## src/assert_macros.svh

```systemverilog
// assertion macros shared by the closest hit core
// no dependencies
`ifndef ASSERT_MACROS_SVH
`define ASSERT_MACROS_SVH

// same-cycle implication, disabled during reset
`define ASSERT_IMPLIES(label, clk, rst_n, a, b) \
    label: assert property (@(posedge clk) disable iff (!rst_n) (a) |-> (b)) \
        else $error("assertion failed");

// next-cycle implication, disabled during reset
`define ASSERT_NEXT(label, clk, rst_n, a, b) \
    label: assert property (@(posedge clk) disable iff (!rst_n) (a) |=> (b)) \
        else $error("assertion failed");

`endif

```

## src/rsch_pkg.sv

```systemverilog
// types, constants and helper functions of the ray sphere closest hit core
// no dependencies
package rsch_pkg;

    localparam int COORD_W   = 32;
    localparam int DIST_W    = 31;
    localparam int IDX_W     = 4;
    localparam int COW       = 33;
    localparam int OPW       = 68;
    localparam int PRODW     = 136;
    localparam int SW        = 68;
    localparam int NUMW      = 69;
    localparam int NUM_SW    = 70;
    localparam int DENW      = 64;
    localparam int MUL_DIG   = 8;
    localparam int MUL_STEPS = 9;
    localparam int CFG_IDX_W = 1;

    localparam logic [DIST_W-1:0] DIST_ONES            = {DIST_W{1'b1}};
    localparam logic [DIST_W-1:0] PRIMARY_NEAR_RESET   = 31'd65536;
    localparam logic [DIST_W-1:0] SECONDARY_NEAR_RESET = 31'd66;

    typedef logic signed [OPW-1:0]   t_op;
    typedef logic signed [PRODW-1:0] t_prod;

    typedef enum logic [1:0] {
        CMD_CLEAR     = 2'd0,
        CMD_APPEND    = 2'd1,
        CMD_PRIMARY   = 2'd2,
        CMD_SECONDARY = 2'd3
    } t_command;

    typedef enum logic [CFG_IDX_W-1:0] {
        CFG_PRIMARY_NEAR   = 1'b0,
        CFG_SECONDARY_NEAR = 1'b1
    } t_cfg_index;

    typedef enum logic [3:0] {
        MS_DXDX, MS_DYDY, MS_DZDZ,
        MS_CXDX, MS_CYDY, MS_CZDZ,
        MS_CXCX, MS_CYCY, MS_CZCZ, MS_RR,
        MS_HH,   MS_AC
    } t_mul_sel;

    typedef enum logic [3:0] {
        ST_IDLE, ST_MUL_GO, ST_MUL_WAIT, ST_A_CHECK, ST_SPHERE_CHECK, ST_CO,
        ST_DISC_CHECK, ST_SQRT_GO, ST_SQRT_WAIT, ST_DIV_GO, ST_DIV_WAIT,
        ST_NEXT, ST_DONE
    } t_state;

    typedef struct packed {
        logic signed [COORD_W-1:0] cx;
        logic signed [COORD_W-1:0] cy;
        logic signed [COORD_W-1:0] cz;
        logic [DIST_W-1:0]         radius;
    } t_entry;

    typedef struct packed {
        logic     accept;
        logic     mul_start;
        t_mul_sel mul_sel;
        logic     co_load;
        logic     sqrt_start;
        logic     div_start;
        logic     div_root;
        logic     k_inc;
    } t_dp_cmd;

    typedef struct packed {
        logic mul_done;
        logic sqrt_done;
        logic div_done;
        logic a_zero;
        logic disc_neg;
        logic more;
    } t_dp_stat;

    // product starts a fresh sum
    function automatic logic sel_first(input t_mul_sel s);
        return (s == MS_DXDX) || (s == MS_CXDX) || (s == MS_CXCX) || (s == MS_HH);
    endfunction

    // product is subtracted from the running sum
    function automatic logic sel_sub(input t_mul_sel s);
        return (s == MS_RR) || (s == MS_AC);
    endfunction

    function automatic t_mul_sel next_sel(input t_mul_sel s);
        t_mul_sel n;
        unique case (s)
            MS_DXDX: n = MS_DYDY;
            MS_DYDY: n = MS_DZDZ;
            MS_CXDX: n = MS_CYDY;
            MS_CYDY: n = MS_CZDZ;
            MS_CZDZ: n = MS_CXCX;
            MS_CXCX: n = MS_CYCY;
            MS_CYCY: n = MS_CZCZ;
            MS_CZCZ: n = MS_RR;
            MS_RR:   n = MS_HH;
            MS_HH:   n = MS_AC;
            default: n = MS_DXDX;
        endcase
        return n;
    endfunction

endpackage

```

## src/rsch_ctrl.sv

```systemverilog
// controller: sequences the table commands and the per sphere solve
// depends on rsch_pkg
module rsch_ctrl import rsch_pkg::*; (
    input  logic       i_clk,
    input  logic       i_rst_n,
    input  logic       i_start,
    input  logic [1:0] i_command,
    input  t_dp_stat   i_stat,
    output t_dp_cmd    o_cmd,
    output logic       o_busy,
    output logic       o_result_valid
);

    t_state   r_state, n_state;
    t_mul_sel r_sel, n_sel;
    logic     r_root, n_root;
    t_command cmd;

    assign cmd = t_command'(i_command);

    always_ff @(posedge i_clk) begin
        if (!i_rst_n) begin
            r_state <= ST_IDLE;
            r_sel   <= MS_DXDX;
            r_root  <= 1'b0;
        end else begin
            r_state <= n_state;
            r_sel   <= n_sel;
            r_root  <= n_root;
        end
    end

    always_comb begin
        n_state         = r_state;
        n_sel           = r_sel;
        n_root          = r_root;
        o_cmd           = '0;
        o_cmd.mul_sel   = r_sel;
        o_cmd.div_root  = r_root;
        o_busy          = 1'b1;
        o_result_valid  = 1'b0;
        unique case (r_state)
            ST_IDLE: begin
                o_busy = 1'b0;
                if (i_start) begin
                    o_cmd.accept = 1'b1;
                    if (cmd == CMD_PRIMARY || cmd == CMD_SECONDARY) begin
                        n_sel   = MS_DXDX;
                        n_state = ST_MUL_GO;
                    end else begin
                        n_state = ST_DONE;
                    end
                end
            end
            ST_MUL_GO: begin
                o_cmd.mul_start = 1'b1;
                n_state         = ST_MUL_WAIT;
            end
            ST_MUL_WAIT: begin
                if (i_stat.mul_done) begin
                    if (r_sel == MS_DZDZ) begin
                        n_state = ST_A_CHECK;
                    end else if (r_sel == MS_AC) begin
                        n_state = ST_DISC_CHECK;
                    end else begin
                        n_sel   = next_sel(r_sel);
                        n_state = ST_MUL_GO;
                    end
                end
            end
            ST_A_CHECK: begin
                n_state = i_stat.a_zero ? ST_DONE : ST_SPHERE_CHECK;
            end
            ST_SPHERE_CHECK: begin
                n_state = i_stat.more ? ST_CO : ST_DONE;
            end
            ST_CO: begin
                o_cmd.co_load = 1'b1;
                n_sel         = MS_CXDX;
                n_state       = ST_MUL_GO;
            end
            ST_DISC_CHECK: begin
                n_state = i_stat.disc_neg ? ST_NEXT : ST_SQRT_GO;
            end
            ST_SQRT_GO: begin
                o_cmd.sqrt_start = 1'b1;
                n_state          = ST_SQRT_WAIT;
            end
            ST_SQRT_WAIT: begin
                if (i_stat.sqrt_done) begin
                    n_root  = 1'b0;
                    n_state = ST_DIV_GO;
                end
            end
            ST_DIV_GO: begin
                o_cmd.div_start = 1'b1;
                n_state         = ST_DIV_WAIT;
            end
            ST_DIV_WAIT: begin
                if (i_stat.div_done) begin
                    if (!r_root) begin
                        n_root  = 1'b1;
                        n_state = ST_DIV_GO;
                    end else begin
                        n_state = ST_NEXT;
                    end
                end
            end
            ST_NEXT: begin
                o_cmd.k_inc = 1'b1;
                n_state     = ST_SPHERE_CHECK;
            end
            ST_DONE: begin
                o_result_valid = 1'b1;
                n_state        = ST_IDLE;
            end
            default: begin
                n_state = ST_IDLE;
            end
        endcase
    end

endmodule

```

## config.mk

```make
export PLATFORM = sky130hd
export DESIGN_NAME = rsch_ctrl
export DESIGN_NICKNAME = d
export VERILOG_FILES = /design/src/assert_macros.svh /design/src/rsch_pkg.sv /design/src/rsch_ctrl.sv
export SDC_FILE = /design/constraint.sdc
export NUM_CORES = 1
export LEC_CHECK = 0
export BUFFER_PORTS_ARGS = -buffer_cell sky130_fd_sc_hd__buf_2
export CAP_MARGIN = 40
export CORE_AREA = 2 2 47 49
export DETAILED_ROUTE_END_ITERATION = 16
export DIE_AREA = 0 0 49 51
export PLACE_DENSITY = 0.73
export SYNTH_ARGS = -nofsm -noshare
export SYNTH_HDL_FRONTEND = slang
export SYNTH_SLANG_ARGS = --single-unit
```

## constraint.sdc

```tcl
create_clock -name i_clk -period 2.4 [get_ports i_clk]
set_input_delay 0.48 -clock i_clk [delete_from_list [all_inputs] [get_ports i_clk]]
set_output_delay 0.48 -clock i_clk [all_outputs]
set_load 0.02 [all_outputs]
```

==> impl_results.md <==
* Status: finished, final reports clean
* Placed Area at 1135 um2
* Die area at around 2500 um2
* Total internal power at approximately 660 uW
* I/O pin count at 24
* DP Wirelength at 1736 um
* Synth area leader: dfxtp_1
* Clk_lat worst skew at ~280 ps
* Final-stage net count at 167
* Multi-input gate area at around 640 um2
* DP Cell Count at approximately 170
* Yosys reg bits at 13
* P per Cell Area at 1026 nW/um2
* GR Overflow Total at 0
* Post-Synth Adder-Cell Area at under 10%
* Vias per Instance at 5.441
* Die Span Y at approximately 51 um
* Startpoint Class: register
* Maxcap violations at 0
* Initial drt markers at 13
* RSZ-0062 raised after global routing: no
* Post-synth cell types at 40
* Filler cell count at around 210
* Placement Rows at 17
* Share of cells above drive strength 1 at approximately a third
* Worst setup path category: reg -> reg
* Switching share of power at 45.58%
* Top-area cell type share of the netlist area at between 20% and 30%
* Fin cells at ~180
* Synth Area in Compound Gates at a little under a third
* Fin area at 1181 um2
* P_sw at about 550 uW
* CTS tree: yes
* Total negative slack at 0 ps
* CP Launch Point: r_state[2]$_SDFFE_PN0P_
* Slowest cell delay on critical path at between 300 and 400 ps
* Comb pwr share at between 60 and 70%
* DIE WIDTH at between 40 and 50 um
* Most used cell, CP: or2_4
* Slew Limit Headroom at 71.92%
* Reg power frac at between 20% and 30%
* Register area share after synthesis at between 20% and 30%
* TritonCTS sink count at 13
* Setup crit end kind: register
* CTS Buffer Depth at 2
* Final setup vio count at 0
* Worst Hold Class: in -> reg
* CTS Root Cell: clkbuf_4
* R2R Setup Slk at between 100 and 150 ps
* Final routed DRC violation total at 0
* IO Port Bufs at 22
* Avg WL per Cell at 12.20 um
* GP Congestion at 0.8409
* Yosys warning count at 0
* Total core area at between 2000 and 2500 um2
* Final hold vios at 0
* Crit-path slowest cell: or3_1
* Reg2reg path depth at 9
* Main combinational cell family by area after synthesis: compound AO/OA/AOI/OAI gates
* Hold path cells at 4
* Ranking of synthesized cells by area: dfxtp_1, ha_1, nor2_1
* Routed WL at about 2200 um
* DRT Pass-1 Iters at 4
* Ys async rst share at 0%
* Cells after Synth at approximately 120
* ANT cells at 0
* CP Data Required Time at 2620 ps
* Net Count, Synth at between 100 and 150
* FF-to-FF Start: r_state[2]$_SDFFE_PN0P_
* H-Tree Depth at 1
* Simple-gate portion of the synthesized area at 27.04%
* Clock transition at path regs at roughly 80 ps
* Worst Skew at 0.5470 ps
* Commonest cells after routing, fill and taps aside: buf_2, buf_4, nor2_1, dfxtp_1, nand2_1
* Hold-fix buffers at CTS at 0
* Fmax at 436.6 MHz
* Worst vdd ir at ~0.52 mV
* Tot GR Track Use at around a fifth
* Arrival @ worst endpoint at about 2500 ps
* Post-synth EDFFs at 0
* Final period utilization at between 90% and 100%
* Final worst slack at 109.6 ps
* Post-synthesis cell area at ~950 um2
* Min-Delay Startpoint: i_stat[1]
* ANT nets after route at 0
* Commonest non-fill, non-tap cell in the layout: buf_2
* Top_reg_cell synth: dfxtp_1
* Clock power frac at a little under an eighth
* Pleak at between 0.5 and 0.6 nW
* Via count at slightly below 1000
* Antenna violations before repair at 0
* Synth Area per Inst at slightly below 8 um2
* Hold slack at just over 500 ps
* Worst-path cell chain: or2_4, or2_4, o211ai_4, nor3_2, a21o_1, and2_4, ha_1, or3_1, a21boi_1
* Total CTS buffers at 3
* DP Worst Slack at between 70 and 80 ps
* FF/Latch Area at around 260 um2
* Min cycle time layout at 2290 ps
* Vias in the first global route at roughly 940
* Initial Util at about 46%
* Mux contribution to synthesized area at roughly 2.1%
* Crit path max fanout at 7
* Post-synthesis xor/xnor area fraction at about 1.8%
* First-pass GRT wire length at roughly 3800 um
* Slew of the pin with the lowest slew margin at 418.0 ps
* Area grow syn2layout at 24.54%
* Final Slew Violations at 0
* Largest net degree at the start of global routing at 19
## worst min path at each step
| stage | end | slack, ps |
|---|---|---|
| floorplan | r_sel[1]$_SDFFE_PN0N_ | 560 |
| global placement | r_sel[1]$_SDFFE_PN0N_ | 580 |
| detailed placement | r_sel[1]$_SDFFE_PN0N_ | 600 |
| CTS | r_state[2]$_SDFFE_PN0P_ | 500 |
| global route | r_state[2]$_SDFFE_PN0P_ | 570 |
| finish | r_state[2]$_SDFFE_PN0P_ | 510 |
## power groups by stage
stage	sequential, mW	combinational [mW]	clock [mW]
2_1_floorplan	0.300	0.528	0
3_3_place_gp	0.306	0.724	0
6_report	0.307	0.767	0.137
3_5_place_dp	0.308	0.745	0
4_1_cts	0.303	0.750	0.142
5_1_grt	0.312	0.865	0.152
## cell families (layout without fill, tap and decap cells)
kind of cell	count (synthesis)	in the layout
multiplexers	2	2
XOR/XNOR	2	2
flip-flops	13	13
buffers and inverters	12	42
adder cells (fa/ha/maj)	4	4
AND/OR/NAND/NOR	49	49
AO/OA/AOI/OAI	39	39
## synth_stat cells, types with 2 or more instances
| cell type | instances |
|---|---|
| inv_1 | 4 |
| nor3_1 | 3 |
| a31oi_1 | 2 |
| nand2b_1 | 5 |
| mux2i_1 | 2 |
| a32o_1 | 2 |
| a21oi_2 | 2 |
| or2_4 | 2 |
| xnor2_1 | 2 |
| o21ai_0 | 7 |
| and2_1 | 4 |
| and3_1 | 3 |
| a21o_1 | 2 |
| dfxtp_1 | 13 |
| ha_1 | 4 |
| a21boi_0 | 2 |
| nand2_1 | 9 |
| a21oi_1 | 8 |
| clkbuf_1 | 5 |
| buf_4 | 3 |
| nand3_1 | 4 |
| nor2_1 | 11 |
| nor2b_1 | 5 |
## metal layers
layer / GRT usage (%) / routed length, um / vias up / share of wire (%)
li1: - / - / 493 / -
met1: 21.60 / 949 / 455 / 43
met2: 37.21 / 1114 / 21 / 51
met3: 2.047 / 76 / 5 / 3.5
met4: 10.00 / 42 / 0 / 1.9
met5: 0 / 0 / - / 0
## per-stage QoR
stage / power (mW) / utilization, %
after floorplan: 0.8280 / -
after global placement: 1.031 / 55.00
after detailed placement: 1.053 / 55.00
after CTS: 1.195 / 56.28
after global routing: 1.329 / 57.25
final: 1.212 / 57.25
## layout make-up
class,count,area share (%)
Inverter,4,1.271
Clock buffer,4,2.225
Multi-Input combinational cell,96,54.34
Timing Repair Buffer,34,16.95
Sequential cell,13,22.25
Tap cell,28,2.966
## critical path: cells and delay by family, from the launching register on
family | cells | cell delay [ps]
AO/OA/AOI/OAI | 3 | 540
flip-flops | 1 | 360
AND/OR/NAND/NOR | 5 | 1150
adder cells (fa/ha/maj) | 1 | 200
## timing repair
item,in CTS,in global routing
setup buffers,0,1
resized for setup,0,5
setup endpoints to repair,0,1
(Power assumes the default switching activity.)
